===== src/reb_pkg.sv =====
// ----------------------------------------------------------------------------
// reb_pkg
// shared codes, widths and timing constants for the rotary encoder and
// push button event decoder
// ----------------------------------------------------------------------------
package reb_pkg;

  localparam int COUNT_W = 16;
  localparam int TIMER_W = 7;
  localparam int PERIOD_W = 5;

  // event codes
  localparam logic [2:0] EV_IDLE       = 3'd0;
  localparam logic [2:0] EV_LEFT       = 3'd1;
  localparam logic [2:0] EV_RIGHT      = 3'd2;
  localparam logic [2:0] EV_LEFT_FAST  = 3'd3;
  localparam logic [2:0] EV_RIGHT_FAST = 3'd4;
  localparam logic [2:0] EV_PRESS      = 3'd5;
  localparam logic [2:0] EV_LONG       = 3'd6;
  localparam logic [2:0] EV_HELD       = 3'd7;

  // item kinds
  localparam logic FUNC_TICK = 1'b0;
  localparam logic FUNC_POLL = 1'b1;

  // poll modes
  localparam logic MODE_DIR  = 1'b0;
  localparam logic MODE_FAST = 1'b1;

  // button timing
  localparam logic [TIMER_W-1:0]  DEBOUNCE_TICKS    = 7'd5;
  localparam logic [TIMER_W-1:0]  HOLD_PERIOD_TICKS = 7'd100;
  localparam logic [PERIOD_W-1:0] LONG_HOLD_PERIODS = 5'd30;

  // step counter
  localparam logic [COUNT_W-1:0] STEP_GAIN  = 16'd5;
  localparam logic [COUNT_W-1:0] FAST_LIMIT = 16'd20;
  localparam logic [COUNT_W-1:0] COUNT_MAX  = 16'hFFFF;

  // button write toward the pending event
  typedef struct packed {
    logic       wr;
    logic [2:0] code;
  } btn_evt_t;

endpackage


===== src/reb_if.sv =====
// ----------------------------------------------------------------------------
// reb_item_if / reb_event_if
// valid/ready channels for input items and result events
// ----------------------------------------------------------------------------
interface reb_item_if;
  logic valid;
  logic ready;
  logic func;
  logic chan_a;
  logic chan_b;
  logic button_level;
  logic poll_mode;

  modport source (output valid, func, chan_a, chan_b, button_level, poll_mode,
                  input ready);
  modport sink (input valid, func, chan_a, chan_b, button_level, poll_mode,
                output ready);
endinterface

interface reb_event_if;
  logic       valid;
  logic       ready;
  logic [2:0] event_code;

  modport source (output valid, event_code, input ready);
  modport sink (input valid, event_code, output ready);
endinterface


===== src/rotary_encoder_button_events.sv =====
// ----------------------------------------------------------------------------
// rotary_encoder_button_events
// rotary encoder and push button event decoder with poll interface
// ----------------------------------------------------------------------------
// Items arrive on the items channel: a sample tick (func 0) carries the levels
// of encoder channels A and B and of the push button; a poll (func 1) carries
// a mode and returns one event code on the events channel. Ticks return
// nothing. A rising edge of A counts a left step when B is at active_level,
// else a right step, adding 5 to the matching saturating step counter and
// setting the pending event. The button is debounced over 5 ticks, reports
// held every 100 ticks while down, long press after 30 periods, and press or
// long press on release; a button event overrides an encoder edge in the same
// tick. A poll in direction mode picks the larger count, in fast mode flags a
// count above 20 (right wins), else returns the pending event; clears all three.
// Timing: one item per clock unless a poll waits on the output register; an
// item is registered in the input register and a poll result appears in the
// output register on the next cycle. The output register holds a result while
// the sink stalls; ticks flow behind it, only a poll waits for it to free up.
// ----------------------------------------------------------------------------
module rotary_encoder_button_events #(
  parameter logic [reb_pkg::TIMER_W-1:0]  DEBOUNCE_TICKS    = reb_pkg::DEBOUNCE_TICKS,
  parameter logic [reb_pkg::TIMER_W-1:0]  HOLD_PERIOD_TICKS = reb_pkg::HOLD_PERIOD_TICKS,
  parameter logic [reb_pkg::PERIOD_W-1:0] LONG_HOLD_PERIODS = reb_pkg::LONG_HOLD_PERIODS
) (
  input  logic clk,
  input  logic rst,
  input  logic cfg_wr_en,
  input  logic cfg_wr_data,
  reb_item_if.sink    items,
  reb_event_if.source events
);
  import reb_pkg::*;

  // configuration
  logic active_level;

  // input register
  logic s1_valid;
  logic s1_func, s1_a, s1_b, s1_btn, s1_mode;
  logic s1_adv;

  // decoder state
  logic               prev_chan_a;
  logic [COUNT_W-1:0] left_count, left_count_next;
  logic [COUNT_W-1:0] right_count, right_count_next;
  logic [2:0]         pending_event, pending_event_next;

  // output register
  logic       out_valid;
  logic [2:0] out_code;

  logic     tick, poll;
  logic     a_rise;
  btn_evt_t btn_evt;
  logic [COUNT_W:0] left_sum, right_sum;
  logic [2:0] poll_event;

  always_ff @(posedge clk) begin
    if (rst) begin
      active_level <= 1'b0;
    end else if (cfg_wr_en) begin
      active_level <= cfg_wr_data;
    end
  end

  // a tick never blocks; a poll needs the output register free or draining
  assign s1_adv = s1_valid && (s1_func == FUNC_TICK || !out_valid || events.ready);
  assign items.ready = !s1_valid || s1_adv;

  always_ff @(posedge clk) begin
    if (rst) begin
      s1_valid <= 1'b0;
    end else if (items.ready) begin
      s1_valid <= items.valid;
    end
  end

  always_ff @(posedge clk) begin
    if (items.ready && items.valid) begin
      s1_func <= items.func;
      s1_a    <= items.chan_a;
      s1_b    <= items.chan_b;
      s1_btn  <= items.button_level;
      s1_mode <= items.poll_mode;
    end
  end

  assign tick   = s1_adv && s1_func == FUNC_TICK;
  assign poll   = s1_adv && s1_func == FUNC_POLL;
  assign a_rise = !prev_chan_a && s1_a;

  // saturating step adds
  assign left_sum  = {1'b0, left_count} + {1'b0, STEP_GAIN};
  assign right_sum = {1'b0, right_count} + {1'b0, STEP_GAIN};

  reb_button #(
    .DEBOUNCE_TICKS    (DEBOUNCE_TICKS),
    .HOLD_PERIOD_TICKS (HOLD_PERIOD_TICKS),
    .LONG_HOLD_PERIODS (LONG_HOLD_PERIODS)
  ) u_button (
    .clk    (clk),
    .rst    (rst),
    .tick   (tick),
    .active (s1_btn == active_level),
    .evt    (btn_evt)
  );

  // poll decision on the counts before they are cleared
  always_comb begin
    poll_event = pending_event;
    if (s1_mode == MODE_DIR) begin
      if (left_count > right_count) begin
        poll_event = EV_LEFT;
      end else if (left_count < right_count) begin
        poll_event = EV_RIGHT;
      end
    end else begin
      if (left_count > FAST_LIMIT) begin
        poll_event = EV_LEFT_FAST;
      end
      if (right_count > FAST_LIMIT) begin
        poll_event = EV_RIGHT_FAST;
      end
    end
  end

  always_comb begin
    left_count_next    = left_count;
    right_count_next   = right_count;
    pending_event_next = pending_event;
    if (tick) begin
      if (a_rise) begin
        if (s1_b == active_level) begin
          left_count_next    = left_sum[COUNT_W] ? COUNT_MAX : left_sum[COUNT_W-1:0];
          pending_event_next = EV_LEFT;
        end else begin
          right_count_next   = right_sum[COUNT_W] ? COUNT_MAX : right_sum[COUNT_W-1:0];
          pending_event_next = EV_RIGHT;
        end
      end
      // button wins over an encoder edge in the same tick
      if (btn_evt.wr) begin
        pending_event_next = btn_evt.code;
      end
    end else if (poll) begin
      left_count_next    = '0;
      right_count_next   = '0;
      pending_event_next = EV_IDLE;
    end
  end

  always_ff @(posedge clk) begin
    if (rst) begin
      prev_chan_a   <= 1'b0;
      left_count    <= '0;
      right_count   <= '0;
      pending_event <= EV_IDLE;
    end else begin
      if (tick) begin
        prev_chan_a <= s1_a;
      end
      left_count    <= left_count_next;
      right_count   <= right_count_next;
      pending_event <= pending_event_next;
    end
  end

  // output register
  always_ff @(posedge clk) begin
    if (rst) begin
      out_valid <= 1'b0;
    end else if (poll) begin
      out_valid <= 1'b1;
    end else if (events.ready) begin
      out_valid <= 1'b0;
    end
  end

  always_ff @(posedge clk) begin
    if (poll) begin
      out_code <= poll_event;
    end
  end

  assign events.valid      = out_valid;
  assign events.event_code = out_code;

  // a poll leaves counts and pending event cleared
  a_poll_clears: assert property (@(posedge clk) disable iff (rst)
    poll |=> (left_count == '0 && right_count == '0 && pending_event == EV_IDLE))
    else $error("poll did not clear decoder state");

  // a waiting result is never overwritten by a new poll
  a_no_overwrite: assert property (@(posedge clk) disable iff (rst)
    (out_valid && !events.ready) |-> !poll)
    else $error("poll result overwrote a waiting event");

  // an empty input register always takes an item
  a_ready_when_empty: assert property (@(posedge clk) disable iff (rst)
    !s1_valid |-> items.ready)
    else $error("input stalled with empty input register");

endmodule


===== src/reb_button.sv =====
// ----------------------------------------------------------------------------
// reb_button
// push button debounce and hold timer, run once per sample tick
// ----------------------------------------------------------------------------
module reb_button #(
  parameter logic [reb_pkg::TIMER_W-1:0]  DEBOUNCE_TICKS    = reb_pkg::DEBOUNCE_TICKS,
  parameter logic [reb_pkg::TIMER_W-1:0]  HOLD_PERIOD_TICKS = reb_pkg::HOLD_PERIOD_TICKS,
  parameter logic [reb_pkg::PERIOD_W-1:0] LONG_HOLD_PERIODS = reb_pkg::LONG_HOLD_PERIODS
) (
  input  logic              clk,
  input  logic              rst,
  input  logic              tick,
  input  logic              active,
  output reb_pkg::btn_evt_t evt
);
  import reb_pkg::*;

  localparam logic [1:0] PH_IDLE     = 2'd0;
  localparam logic [1:0] PH_DEBOUNCE = 2'd1;
  localparam logic [1:0] PH_HELD     = 2'd2;

  logic [1:0]          phase, phase_next;
  logic [TIMER_W-1:0]  timer, timer_next, timer_inc;
  logic [PERIOD_W-1:0] periods, periods_next;

  assign timer_inc = timer + 1'b1;

  always_comb begin
    phase_next   = phase;
    timer_next   = timer;
    periods_next = periods;
    evt.wr       = 1'b0;
    evt.code     = EV_IDLE;
    if (tick) begin
      case (phase)
        PH_DEBOUNCE: begin
          timer_next = timer_inc;
          if (timer_inc >= DEBOUNCE_TICKS) begin
            timer_next   = '0;
            periods_next = '0;
            phase_next   = active ? PH_HELD : PH_IDLE;
          end
        end
        PH_HELD: begin
          if (!active) begin
            // release
            evt.wr     = 1'b1;
            evt.code   = (periods >= LONG_HOLD_PERIODS) ? EV_LONG : EV_PRESS;
            phase_next = PH_IDLE;
            timer_next = '0;
          end else begin
            timer_next = timer_inc;
            if (timer_inc >= HOLD_PERIOD_TICKS) begin
              timer_next = '0;
              evt.wr     = 1'b1;
              if (periods < LONG_HOLD_PERIODS) begin
                evt.code     = EV_HELD;
                periods_next = periods + 1'b1;
              end else begin
                evt.code = EV_LONG;
              end
            end
          end
        end
        default: begin
          phase_next = active ? PH_DEBOUNCE : PH_IDLE;
          if (active) begin
            timer_next = '0;
          end
        end
      endcase
    end
  end

  always_ff @(posedge clk) begin
    if (rst) begin
      phase   <= PH_IDLE;
      timer   <= '0;
      periods <= '0;
    end else begin
      phase   <= phase_next;
      timer   <= timer_next;
      periods <= periods_next;
    end
  end

endmodule

===== src/flat_wrapper.sv =====
// flat-port wrapper written by rule: the top's interface ports become plain ports
module rotary_encoder_button_events_flat import reb_pkg::*;
#(
  parameter logic [reb_pkg::TIMER_W-1:0]  DEBOUNCE_TICKS    = reb_pkg::DEBOUNCE_TICKS,
  parameter logic [reb_pkg::TIMER_W-1:0]  HOLD_PERIOD_TICKS = reb_pkg::HOLD_PERIOD_TICKS,
  parameter logic [reb_pkg::PERIOD_W-1:0] LONG_HOLD_PERIODS = reb_pkg::LONG_HOLD_PERIODS
)
  (clk, rst, cfg_wr_en, cfg_wr_data, items_valid, items_func, items_chan_a, items_chan_b, items_button_level, items_poll_mode, items_ready, events_valid, events_event_code, events_ready);
  reb_item_if items_i ();
  reb_event_if events_i ();
  input  logic clk;
  input  logic rst;
  input  logic cfg_wr_en;
  input  logic cfg_wr_data;
  input wire logic [$bits(items_i.valid)-1:0] items_valid;
  input wire logic [$bits(items_i.func)-1:0] items_func;
  input wire logic [$bits(items_i.chan_a)-1:0] items_chan_a;
  input wire logic [$bits(items_i.chan_b)-1:0] items_chan_b;
  input wire logic [$bits(items_i.button_level)-1:0] items_button_level;
  input wire logic [$bits(items_i.poll_mode)-1:0] items_poll_mode;
  output wire logic [$bits(items_i.ready)-1:0] items_ready;
  output wire logic [$bits(events_i.valid)-1:0] events_valid;
  output wire logic [$bits(events_i.event_code)-1:0] events_event_code;
  input wire logic [$bits(events_i.ready)-1:0] events_ready;
  assign items_i.valid = items_valid;
  assign items_i.func = items_func;
  assign items_i.chan_a = items_chan_a;
  assign items_i.chan_b = items_chan_b;
  assign items_i.button_level = items_button_level;
  assign items_i.poll_mode = items_poll_mode;
  assign items_ready = items_i.ready;
  assign events_valid = events_i.valid;
  assign events_event_code = events_i.event_code;
  assign events_i.ready = events_ready;
  rotary_encoder_button_events #(.DEBOUNCE_TICKS(DEBOUNCE_TICKS), .HOLD_PERIOD_TICKS(HOLD_PERIOD_TICKS), .LONG_HOLD_PERIODS(LONG_HOLD_PERIODS)) u_core (.clk(clk), .rst(rst), .cfg_wr_en(cfg_wr_en), .cfg_wr_data(cfg_wr_data), .items(items_i), .events(events_i));
endmodule

===== config.mk =====
export PLATFORM = sky130hd
export DESIGN_NAME = rotary_encoder_button_events_flat
export DESIGN_NICKNAME = d
export VERILOG_FILES = /design/src/reb_pkg.sv /design/src/reb_if.sv /design/src/rotary_encoder_button_events.sv /design/src/reb_button.sv /design/src/flat_wrapper.sv
export SDC_FILE = /design/constraint.sdc
export NUM_CORES = 1
export LEC_CHECK = 0
export BUFFER_PORTS_ARGS = -buffer_cell sky130_fd_sc_hd__buf_2
export CAP_MARGIN = 25
export CORE_ASPECT_RATIO = 1.2
export CORE_UTILIZATION = 49
export DETAILED_ROUTE_END_ITERATION = 12
export PLACE_DENSITY = 0.66
export SETUP_SLACK_MARGIN = 0.4
export SYNTH_ARGS = -nofsm -noshare
export SYNTH_HDL_FRONTEND = slang
export SYNTH_SLANG_ARGS = --single-unit

===== constraint.sdc =====
create_clock -name clk -period 5.3 [get_ports clk]
set_clock_uncertainty 0.2 [all_clocks]
set_input_delay 0 -clock clk [delete_from_list [all_inputs] [get_ports clk]]
set_output_delay 0 -clock clk [all_outputs]
set_load 0.03 [all_outputs]

==> results summary, run 1 <==
The library cell used most frequently in the layout, excluding fill and tap cells, is nor2_1. The minimum setup slack among reg-to-reg paths came out at about 2.4 ns. The latest clock arrival within the worst-skew pair is ~0.35 ns. The final net count came out at 566. The post-synthesis instance total came out at just over 500.

Summed over all cells, the static leakage comes to 1.59 nW. The worst IR drop on VDD came out at 175 µV. The total instance count after detailed placement is 601. In the final routed layout, each cell accounts on average for 15.8 µm.

The overflow left after global routing is 0. The net load switching power came out at ~0.24 mW. The worst path setup slack after routing came out at 2.41 ns. The share of synthesized flip-flops with an asynchronous set or reset came out at 0%.

The routed layout has 3,802 vias. The maximum level of the CTS H-tree is 3. The synthesis-stage register bit count came out at 61.

The mapped cell area came out at 4080 µm². The leading register cell type out of synthesis is dfxtp_1. The average via count per standard cell is around 6.0. The number of port buffers is 15. The clock period minus final worst setup slack came out at just under 3 ns.

The share of synthesized area in the top cell type comes to 26.0%. The worst slack after detailed placement came out at 2.44 ns. The placed wire-length estimate is 6980 µm. In this run the core area contains 36 standard-cell rows.

The data arrival at the endpoint of the critical path came out at 2.95 ns. The combinational power share is 7.9%. The area of placed instances came out at 4120 µm². The pin count of the biggest net entering global routing is 58. The number of nets handed over by synthesis was 554.

The type of element capturing the critical path is a flip-flop. In the finished design, the share of the clock period the worst path needs comes to 54.5%. The die width came out at 85.3 µm. The summed area of non-filler cells in the final layout is 4440 µm². The number of unique standard cell types used by synthesis came out at 67. Setup violations remaining at the end of the flow were counted as 0. The end-of-flow core utilization came out at a little over half. The overall die area came out at 8690 µm². The slew of the pin with the lowest slew margin came out at 0.931 ns. The count of cells resized by post-cts repair came out at 0. The maximum buffer depth of the clock tree is 2. In the layout the commonest cells are nor2_1 (55), a21oi_1 (53), dfxtp_1 (53). The floorplan step defined a core boundary enclosing ~8100 µm². Setup repair after global routing left no endpoint under its margin. The worst hold-check path type is in -> reg. The setup TNS after final layout came out at 0 ns. In this run the critical register-to-register path is launched from u_core.s1_func.

TritonCTS built the clock tree. The effective utilization at floorplan is 50.3%. The number of global-route vias before repair is between 3,000 and 4,000. The sequential element share of the synthesized area came out at 31.9%. The total power draw is between 0.9 and 1 mW. The mean post-synth cell area came out at 7.89 µm². The proportion of layout cells with a drive suffix above 1 is 9.18%.

The origin of the worst setup path is u_core.s1_func. The count of final hold-check violations is 0. The clock-pin slew reported for the worst setup and hold paths after clock tree synthesis came out at 0.07 ns. The kind of start point of the critical path is a flip-flop. By startpoint and endpoint, the worst setup path is classified as reg -> reg. The run finished with clean final reports. The required arrival time at the worst endpoint came out at 5.36 ns.

The count of buffers added by post-CTS timing repair for setup came out at 0. The clock sink count came out at 61. The count of inserted antenna diode cells is 0.

The DRC marker count from the first detailed-route iteration is 151. For this run, the number of standard cells in the final layout without fillers is 629. The number of enable-type register cells in the synthesized netlist is 8.

The max-slew violation count was 0. The total CTS buffers came out at 9. Clock tree synthesis selected as its root buffer the cell clkbuf_8. The internal cell power came out at 0.734 mW. The count of unresolved DRC violations after routing is 0. The net switching fraction of the power came out at 24.5%. The detailed-router iteration count before antenna repair came out at 5.

The residual antenna-violating net count after detailed routing is 0. Of all nets on the critical path, the largest fanout is 13. The worst slack on hold paths is 0.160 ns.

The sequential cell fraction of total power is 49.6%. The height of the die came out at 102 µm. Timing would allow up to 346 MHz. The power density over the cells is 219 nW/µm². The count of yosys warnings during synthesis came out at 0. The relative max-transition margin is 37.8%.

The top-level I/O count is 16. The hold path startpoint is items_chan_a. After synthesis, the cell types taking the most area are dfxtp_1 (26%), ha_1 (8.0%), a21oi_1 (6.5%).

Per report_power, the clock group accounts for 42.5% of the total. Global routing consumed, over all layers together, between 20% and 30% of the routing resources. The relative area change from synthesis to final layout is 8.90%.

The count of max-cap constraint violations is 0. The wire length of the first global-routing pass came out at between 15,000 and 20,000 µm. dfxtp_1 takes more of the synthesized area than any other cell. The global placer's final weighted congestion is 0.835.

The number of antenna violations at the first check in global routing came out at 0. The final layout contains routed wiring with a total length of ~9900 µm.
-- flip-flops by register name (all words and copies together) (netlist names), 2 cells and up --
| signal | flops |
|---|---|
| u_core.left_count | 16 |
| u_core.u_button.phase | 2 |
| u_core.right_count | 16 |
| u_core.events.event_code | 3 |
| u_core.u_button.periods | 5 |
| u_core.pending_event | 3 |
| u_core.u_button.timer | 7 |
-- logic make-up after synthesis --
| logic type | count (synthesis) | synth area share [%] |
|---|---|---|
| AO/OA/AOI/OAI | 171 | 26.9 |
| XOR/XNOR | 5 | 1.07 |
| adder cells (fa/ha/maj) | 26 | 7.98 |
| buffers and inverters | 66 | 7.98 |
| flip-flops | 61 | 31.9 |
| multiplexers | 3 | 0.736 |
| AND/OR/NAND/NOR | 185 | 23.4 |
-- Yosys cell counts (3+ instances only) --
| cell type | n |
|---|---|
| a211oi_1 | 7 |
| a21o_1 | 12 |
| a21oi_1 | 53 |
| a22oi_1 | 4 |
| a31oi_1 | 11 |
| a41oi_1 | 4 |
| and2_1 | 7 |
| and3_1 | 3 |
| buf_4 | 3 |
| clkbuf_1 | 21 |
| dfxtp_1 | 53 |
| edfxtp_1 | 8 |
| ha_1 | 26 |
| inv_1 | 36 |
| mux2i_1 | 3 |
| nand2_1 | 35 |
| nand2b_1 | 5 |
| nand3_1 | 19 |
| nand4_1 | 11 |
| nor2_1 | 55 |
| nor2b_1 | 4 |
| nor3_1 | 15 |
| nor4_1 | 13 |
| nor4b_1 | 3 |
| o211ai_1 | 4 |
| o21a_1 | 4 |
| o21ai_0 | 43 |
| o22ai_1 | 4 |
| xor2_1 | 3 |
-- routing by layer --
layer	vias up	GRT usage (%)	part of all wire (%)
met3	20	4.52	3.2
met2	81	43.2	50
met5	-	0	0
met4	0	12.1	2.6
met1	1779	29.2	45
li1	1922	-	-
-- worst max-delay path: stages, from the launching register on --
cell and delay, ns:
edfxtp_1 0.55, nor2b_1 0.78, nand2_1 0.36, nor4b_4 0.50
o21ai_1 0.13, a311oi_1 0.26
-- layout make-up --
type                       instances  area, µm²
sequential                        61       1300
inverter                          36        135
multi-input combinational        390       2460
clock buffer                      12        145
tap                               95        119
clock inverter                     4       47.5
timing repair buffer              31        235
fill                             776       3670
-- what timing repair did --
action	4_1_cts	5_1_grt
hold buffers	10	1
endpoints found under the hold margin	13	21
endpoints found under the setup margin	0	0
-- power groups by stage --
stage          registers, mW  clock network, mW  logic [mW]
2_1_floorplan          0.490                  0      0.0489
3_3_place_gp           0.492                  0      0.0666
3_5_place_dp           0.493                  0      0.0674
4_1_cts                0.482              0.427      0.0736
5_1_grt                0.483              0.444      0.0841
6_report               0.482              0.413      0.0769
-- final timing paths --
check,to,cells past startpoint
hold reg to reg,u_core.prev_chan_a,2
hold / removal,u_core.s1_a,2
setup reg to reg,u_core.u_button.timer[6],5
setup / recovery,u_core.u_button.timer[6],5
No activity file was read; power rests on OpenSTA's default activity.
==> run 2, diff against run 1 <==
- PLACE_DENSITY: 0.66 -> 0.68
- clock period: 5.3 -> 2.3 ns (I/O delays scaled with it)
==> run 2 against run 1 <==
- the flow now finishes with violations (setup timing)
- clock power up 130%
- via count rose by 21%
- global-route usage increased by 4.9 points
- highest routed layer unchanged
==> results summary, run 2 (synthesis gave the netlist of run 1 again) <==
The worst-case reg-to-reg path depth came out at 8 (+3). The height of the die came to 102 µm (unchanged). In the layout the commonest cells are buf_4 (97), nor2_1 (51), a21oi_1 (43).

The slowest stage of the critical path belongs to the cell dfxtp_4. The global placer's final weighted congestion came to 0.870 (+4.2%). The type of element capturing the critical path is a flip-flop. The largest stage delay on the critical path is 0.38 ns (-0.40 ns). In this run the critical register-to-register path is launched from u_core.u_button.timer[1].

The checks that failed: setup timing. The area of placed instances came out at 4750 µm² (+15%). The final wirelength came out at 13,600 µm (+37%).

The net switching fraction of the power is 25.7% (+1.1 points). The maximum buffer depth of the clock tree came to 2 (unchanged). The root buffer cell is clkbuf_8.

The total vias in the final route came out at 4,590 (+21%). The average wire length per cell after detail routing is 18.3 µm (+16%). In this run the critical register-to-register path is captured at u_core.u_button.timer[6].

The critical path class is reg -> reg. The wire length of the first global-routing pass is 20,100 µm (+20%). The minimum setup slack among reg-to-reg paths came out at -0.02 ns (-2.43 ns).

The worst slack after detailed placement came out at -0.159 ns (-2.59 ns). The pin count of the biggest net entering global routing came out at 57 (-1.7%). The placed wire-length estimate came out at 8050 µm (+15%). The worst hold path endpoint is u_core.s1_mode.

The setup violation total in the final timing report was 2 (+2). The library cell used most frequently in the layout, excluding fill and tap cells, is buf_4. The count of inserted antenna diode cells came out at 0 (unchanged). The worst setup path is launched from a flip-flop.

The required arrival time at the worst endpoint was 2.35 ns (-3.01 ns). The summed area of non-filler cells in the final layout was 6090 µm² (+37%). The overall die area is 8690 µm² (unchanged). The maximum level of the CTS H-tree is 3 (unchanged). The latest clock arrival within the worst-skew pair is 0.36 ns (about the same). The total CTS buffers came to 9 (unchanged).

The relative max-transition margin came out at 57.5% (+20 points). The number of global-route vias before repair is 4,313 (+20%). The worst IR drop on VDD came out at 371 µV (+110%). The part of the cycle the worst path needs is 101% (+46 points). The startpoint identified for the worst hold timing path is items_poll_mode. The DRC marker count from the first detailed-route iteration was 257 (+70%).

The top-level I/O count is 16 (unchanged). TritonCTS built the clock tree. The largest registers in the layout are u_core.left_count x16, u_core.right_count x16, u_core.u_button.timer x7. The worst-path maximum fanout came out at 5 (-8).

The worst path setup slack after routing is -0.0179 ns (-2.43 ns). The final net count is 679 (+20%). The clock-pin slew reported for the worst setup and hold paths after clock tree synthesis came out at 0.07 ns (about the same). The maximum operating frequency is 431 MHz (+25%). The worst hold path cell count is 2 (unchanged). The relative area change from synthesis to final layout is 49.4%. Setup repair after global routing could not meet its margin everywhere.

The power density over the cells is 382 nW/µm² (+75%). The static leakage came out at 2.34 nW (+47%). The slew of the pin with the lowest slew margin came out at 0.638 ns (-0.293 ns). The count of unresolved DRC violations after routing came out at 0 (unchanged). The worst slack on hold paths came out at 0.155 ns (-0.00434 ns).

The overall global routing resource usage came out at 29.5% (+4.9 points). The max-slew violation count was 0 (unchanged). The net load switching power came out at 0.598 mW (+150%). The overflow left after global routing came out at 0 (unchanged). The data arrival at the endpoint of the critical path came out at 2.37 ns (-0.58 ns). The clock period minus final worst setup slack is 2.32 ns (-0.570 ns). The internal cell power came out at 1.73 mW (+140%). The effective utilization at floorplan was 50.3% (unchanged).

The count of final hold-check violations is 0 (unchanged). The setup TNS after final layout is -0.0320 ns (-0.0320 ns). The number of antenna violations at the first check in global routing came to 0 (unchanged). Among the stages of the critical path, the cell type that occurs most often is a21oi_1.

The clock sink count came out at 61 (unchanged). The average via count per standard cell was 6.19 (+2.3%). The min-delay analysis places its worst path in the category in -> reg. The run finished, with violations left. The die width came out at 85.3 µm (unchanged).

The total power draw is 2.33 mW (+140%). The combinational power share came to 11.1% (+3.2 points). The sequential cell fraction of total power is 47.3% (-2.3 points).

The count of max-cap constraint violations came out at 0 (unchanged). The detailed-router iteration count before antenna repair is 6 (+1). The part of the power in the clock network came out at 41.6% (-0.9 points). The residual antenna-violating net count after detailed routing is 0 (unchanged).

The area inside the core boundary came to 8110 µm² (unchanged). The critical path goes through ha_4 > a21oi_1 > o311a_1 > o311ai_4 > nor4b_4 > buf_4 > a21oi_1 > a311oi_1. The site row count was 36 (unchanged).

The proportion of layout cells with a drive suffix above 1 came out at 43.9% (+35 points). The number of port buffers came out at 15 (unchanged).
run 2: changes by cell type in the layout (fill, tap and decap cells not counted), moves of 6 or more:
| cell | delta |
|---|---|
| ha_4 | +13 |
| ha_1 | -13 |
| a21oi_2 | +8 |
| inv_1 | -10 |
| nor4_4 | +6 |
| o21ai_2 | +20 |
| o21ai_0 | -25 |
| inv_2 | +7 |
| dfxtp_1 | -28 |
| buf_4 | +93 |
| buf_6 | +15 |
| a21oi_1 | -10 |
| nand3_1 | -6 |
| dfxtp_2 | +25 |
run 2: metal layers:
layer / vias up / global-route usage, % / wire length [µm]
met2: 183 / 54.0 / 7010
met5: - / 0 / 0
met1: 2201 / 33.3 / 5350
li1: 2153 / - / -
met3: 53 / 4.12 / 729
met4: 0 / 16.4 / 512
run 2: critical path: cells and delay by family, from the launching register on:
kind                       cells  cell delay (ns)
adders and majority gates      1             0.17
DFF                            1             0.38
and+or+nand+nor                1             0.28
AOI/OAI and AO/OA              5             0.98
buffers and inverters          1             0.20
run 2: how the worst max path moves through the flow:
stage,startpoint,to,slack [ns],cells past startpoint
2_1_floorplan,u_core.u_button.timer[0],u_core.u_button.timer[5],-0.02,8
3_3_place_gp,u_core.right_count[11],u_core.events.event_code[0],-0.06,8
3_5_place_dp,u_core.u_button.timer[0],u_core.u_button.timer[6],-0.16,8
4_1_cts,u_core.u_button.timer[1],u_core.u_button.phase[0],-0.0001,10
5_1_grt,u_core.u_button.timer[1],u_core.u_button.periods[3],-0.14,9
6_report,u_core.u_button.timer[1],u_core.u_button.timer[6],-0.02,8
run 2: area by class of cell:
cell class / count / area [µm²]
clock inverters: 4 / 47.5
well taps: 95 / 119
fillers: 533 / 2020
inverters: 36 / 148
flip-flops and latches: 61 / 1340
multi-input cells: 390 / 3110
clock buffers: 12 / 145
repair buffers: 144 / 1180
run 2: power groups by stage:
stage	clock network, mW	registers (mW)	logic (mW)
after floorplan	0	1.13	0.115
after global routing	1.03	1.10	0.277
after global placement	0	1.13	0.181
after detailed placement	0	1.13	0.184
after CTS	0.977	1.10	0.221
final	0.969	1.10	0.258
run 2: per-stage QoR:
stage / instances / util, %
3_3_place_gp: 668 / 58.6
2_1_floorplan: 517 / -
3_5_place_dp: 668 / 58.6
4_1_cts: 720 / 69.5
5_1_grt: 742 / 75.1
6_report: 742 / 75.1
run 2: timing repair:
action / CTS / global route
hold buffers: 11 / 0
gates resized for setup: 96 / 85
pin swaps: 44 / 61
endpoints found under the setup margin: 48 / 52
setup buffers: 22 / 21
endpoints found under the hold margin: 16 / 0
cloned: 3 / 1
==> run 3, diff against run 2 <==
- CORE_UTILIZATION: 49 -> 46
- PLACE_DENSITY: 0.68 -> unset
==> run 3 against run 2 <==
- the run still ends with setup timing left
- worst setup slack lost 0.00093 ns
- first-iteration DRC count down 8.6%
- hold slack better by 0.0041 ns
- routed wire length decreased by 0.21%
- combinational power increased by 4%
- global-route usage shrank 0.80 points
- sequential share of layout area shrank 0.68 points
- design area increased by 3.6%
- via count decreased by 2.4%
- clock power grew 16%
- critical endpoint is now u_core.u_button.periods[0]
==> results summary, run 3 (synthesis gave the netlist of run 1 again) <==
The number of port buffers came to 15 (unchanged). The type of element capturing the critical path is a flip-flop. Counting stages on the worst path, the most repeated cell is buf_4. The clock sink count came to 61 (unchanged). Traced cell by cell, the critical path runs through buf_4 > inv_2 > nor4_4 > buf_4 > o311ai_4 > buf_4 > o32ai_4 > buf_4 > nand4_1 > a21oi_1. The number of antenna violations at the first check in global routing is 0 (unchanged).

The worst-path maximum fanout came out at 6 (+1). The internal cell power came out at 1.87 mW (+7.8%). The clock period minus final worst setup slack was 2.32 ns (+0.000930 ns).

The placed wire-length estimate came out at 8260 µm (+2.6%). The part of the power in the clock network came to 45.0% (+3.4 points). The power density over the cells came to 393 nW/µm² (+2.8%). The data arrival at the endpoint of the critical path is 2.40 ns (+0.03 ns). The path length in cells of the critical path is 10 (+2). The top-level I/O count came out at 16 (unchanged).

The total power draw came out at 2.48 mW (+6.5%). The overflow left after global routing is 0 (unchanged). The root buffer cell is clkbuf_8. The checks that failed: setup timing. Tracing the worst setup path back leads to its startpoint at u_core.u_button.timer[0]. The worst hold path cell count came out at 2 (unchanged).

The critical path is of the reg -> reg type. The count of unresolved DRC violations after routing is 0 (unchanged). The residual antenna-violating net count after detailed routing is 0 (unchanged). In the layout the commonest cells are buf_4 (84), nor2_1 (51), nand2_1 (30), a21oi_1 (30), inv_1 (29). The static leakage came out at 2.41 nW (+3.2%).

The number of global-route vias before repair came out at 4,296 (-0.39%). The maximum operating frequency came to 431 MHz (about the same). The overall global routing resource usage is 28.7% (-0.80 points).

The largest stage delay on the critical path is 0.39 ns (about the same). The global placer's final weighted congestion came out at 0.874 (+0.41%). The combinational power share came out at 10.8% (-0.3 points).

The wire length of the first global-routing pass came out at 20,500 µm (+1.7%). The relative max-transition margin is 63.1% (+5.6 points). The net switching fraction of the power came out at 24.8% (-0.91 points).

The most critical setup path has its endpoint at u_core.u_button.periods[0]. The effective utilization at floorplan is 47.4% (-2.9 points). The part of the cycle the worst path needs is 101% (about the same). The worst path setup slack after routing came out at -0.0188 ns (-0.000930 ns).

The clock-pin slew reported for the worst setup and hold paths after clock tree synthesis came to 0.08 ns (about the same). The final net count is 680 (+0.15%). The average wire length per cell after detail routing is 17.7 µm (-3.2%). The min-delay analysis places its worst path in the category in -> reg. The max-slew violation count came out at 0 (unchanged). The sequential cell fraction of total power was 44.2% (-3.1 points). The worst slack after detailed placement came out at -0.0947 ns (+0.0646 ns). The die width was 88.0 µm (+3.1%). TritonCTS built the clock tree. The required arrival time at the worst endpoint is 2.39 ns (+0.04 ns). The overall die area is 9250 µm² (+6.4%). The count of max-cap constraint violations came to 0 (unchanged).

The maximum buffer depth of the clock tree is 2 (unchanged). The total CTS buffers is 9 (unchanged). The count of final hold-check violations is 0 (unchanged). The total vias in the final route came out at 4,479 (-2.4%). The startpoint identified for the worst register-to-register timing path is u_core.u_button.timer[0]. The library cell used most frequently in the layout, excluding fill and tap cells, is buf_4. The slowest stage of the critical path belongs to the cell dfxtp_4. The DRC marker count from the first detailed-route iteration was 235 (-8.6%).

The net load switching power is 0.614 mW (+2.8%). The site row count came out at 37 (+2.8%). The flow ran to the end, but the final reports show violations.

The largest registers in the layout are u_core.left_count x16, u_core.right_count x16, u_core.u_button.timer x7. The maximum level of the CTS H-tree came out at 3 (unchanged). Setup repair after global routing could not meet its margin everywhere.

The count of inserted antenna diode cells came to 0 (unchanged). Grouping stages by cell kind, the critical path spends the most delay in buffers and inverters. The area inside the core boundary came out at 8610 µm² (+6.2%). The minimum setup slack among reg-to-reg paths is -0.02 ns (about the same). The slew of the pin with the lowest slew margin came out at 0.550 ns (-0.0872 ns). In this run the critical register-to-register path is captured at u_core.u_button.periods[0].

The average via count per standard cell is 5.85 (-5.4%). The pin count of the biggest net entering global routing is 33 (-42%). The worst-case reg-to-reg path depth came out at 10 (+2). The kind of start point of the critical path is a flip-flop. The setup violation total in the final timing report is 1 (-1).

The worst IR drop on VDD is 415 µV (+12%). The proportion of layout cells with a drive suffix above 1 came to 46.5% (+2.6 points). The worst path buffer plus inverter count came out at 5 (+4). The height of the die was 105 µm (+3.1%). The detailed-router iteration count before antenna repair is 4 (-2). The latest clock arrival within the worst-skew pair came out at 0.35 ns (about the same). The area growth from synthesis to layout is 54.8%. The final wirelength is 13,600 µm (-0.21%).
run 3: per-stage QoR:
stage / cell area (µm²) / hold slack (ns) / setup TNS, ns / utilization (%) / cells
6_report: 6310 / 0.159 / -0.0188 / 73.3 / 765
5_1_grt: 6310 / 0.144 / -0.673 / 73.3 / 765
4_1_cts: 5740 / 0.140 / 0 / 66.6 / 748
3_5_place_dp: 4840 / -0.0219 / -0.492 / 56.2 / 698
3_3_place_gp: 4840 / -0.0226 / -0.111 / 56.2 / 698
2_1_floorplan: 4250 / -0.101 / -0.0411 / - / 517
run 3: how the worst min path moves through the flow:
stage | from | end | slack (ns)
floorplan | items_chan_a | u_core.s1_a | -0.10
global placement | items_button_level | u_core.s1_btn | -0.02
detailed placement | items_chan_a | u_core.s1_a | -0.02
CTS | items_func | u_core.s1_func | 0.14
global route | items_func | u_core.s1_func | 0.14
finish | items_func | u_core.s1_func | 0.16
run 3: power groups by stage:
stage | registers [mW] | logic [mW] | clock network (mW)
after floorplan | 1.13 | 0.115 | 0
after global placement | 1.13 | 0.186 | 0
after detailed placement | 1.13 | 0.189 | 0
after CTS | 1.10 | 0.227 | 1.13
after global routing | 1.10 | 0.286 | 1.19
final | 1.10 | 0.269 | 1.12
run 3: repair_timing:
action                                 CTS  global route
gates cloned                             4             2
hold buffers                            13             0
endpoints found under the hold margin   20             0
setup endpoints to repair               48            54
setup buffers                           17            15
pin swaps                               55            65
gates resized for setup                 90           117
run 3: worst register-to-register path: cells and delay by family (launching register included):
kind,cells,cell delay (ns)
AND/OR/NAND/NOR,2,0.37
AO/OA/AOI/OAI,3,0.61
buffers and inverters,5,0.69
flip-flops,1,0.39
run 3: final cells by class:
type,instances,area [µm²]
Multi-Input combinational cell,390,3220
Tap cell,117,146
Fill cell,664,2300
Clock buffer,12,155
Sequential cell,61,1350
Timing Repair Buffer,145,1230
Inverter,36,140
Clock inverter,4,70.1
run 3: routing by layer:
metal  share of wire [%]  track usage, %
met1                  39            32.1
met2                  53            50.1
met3                 3.6            4.74
met4                 4.4            16.9
met5                   0               0
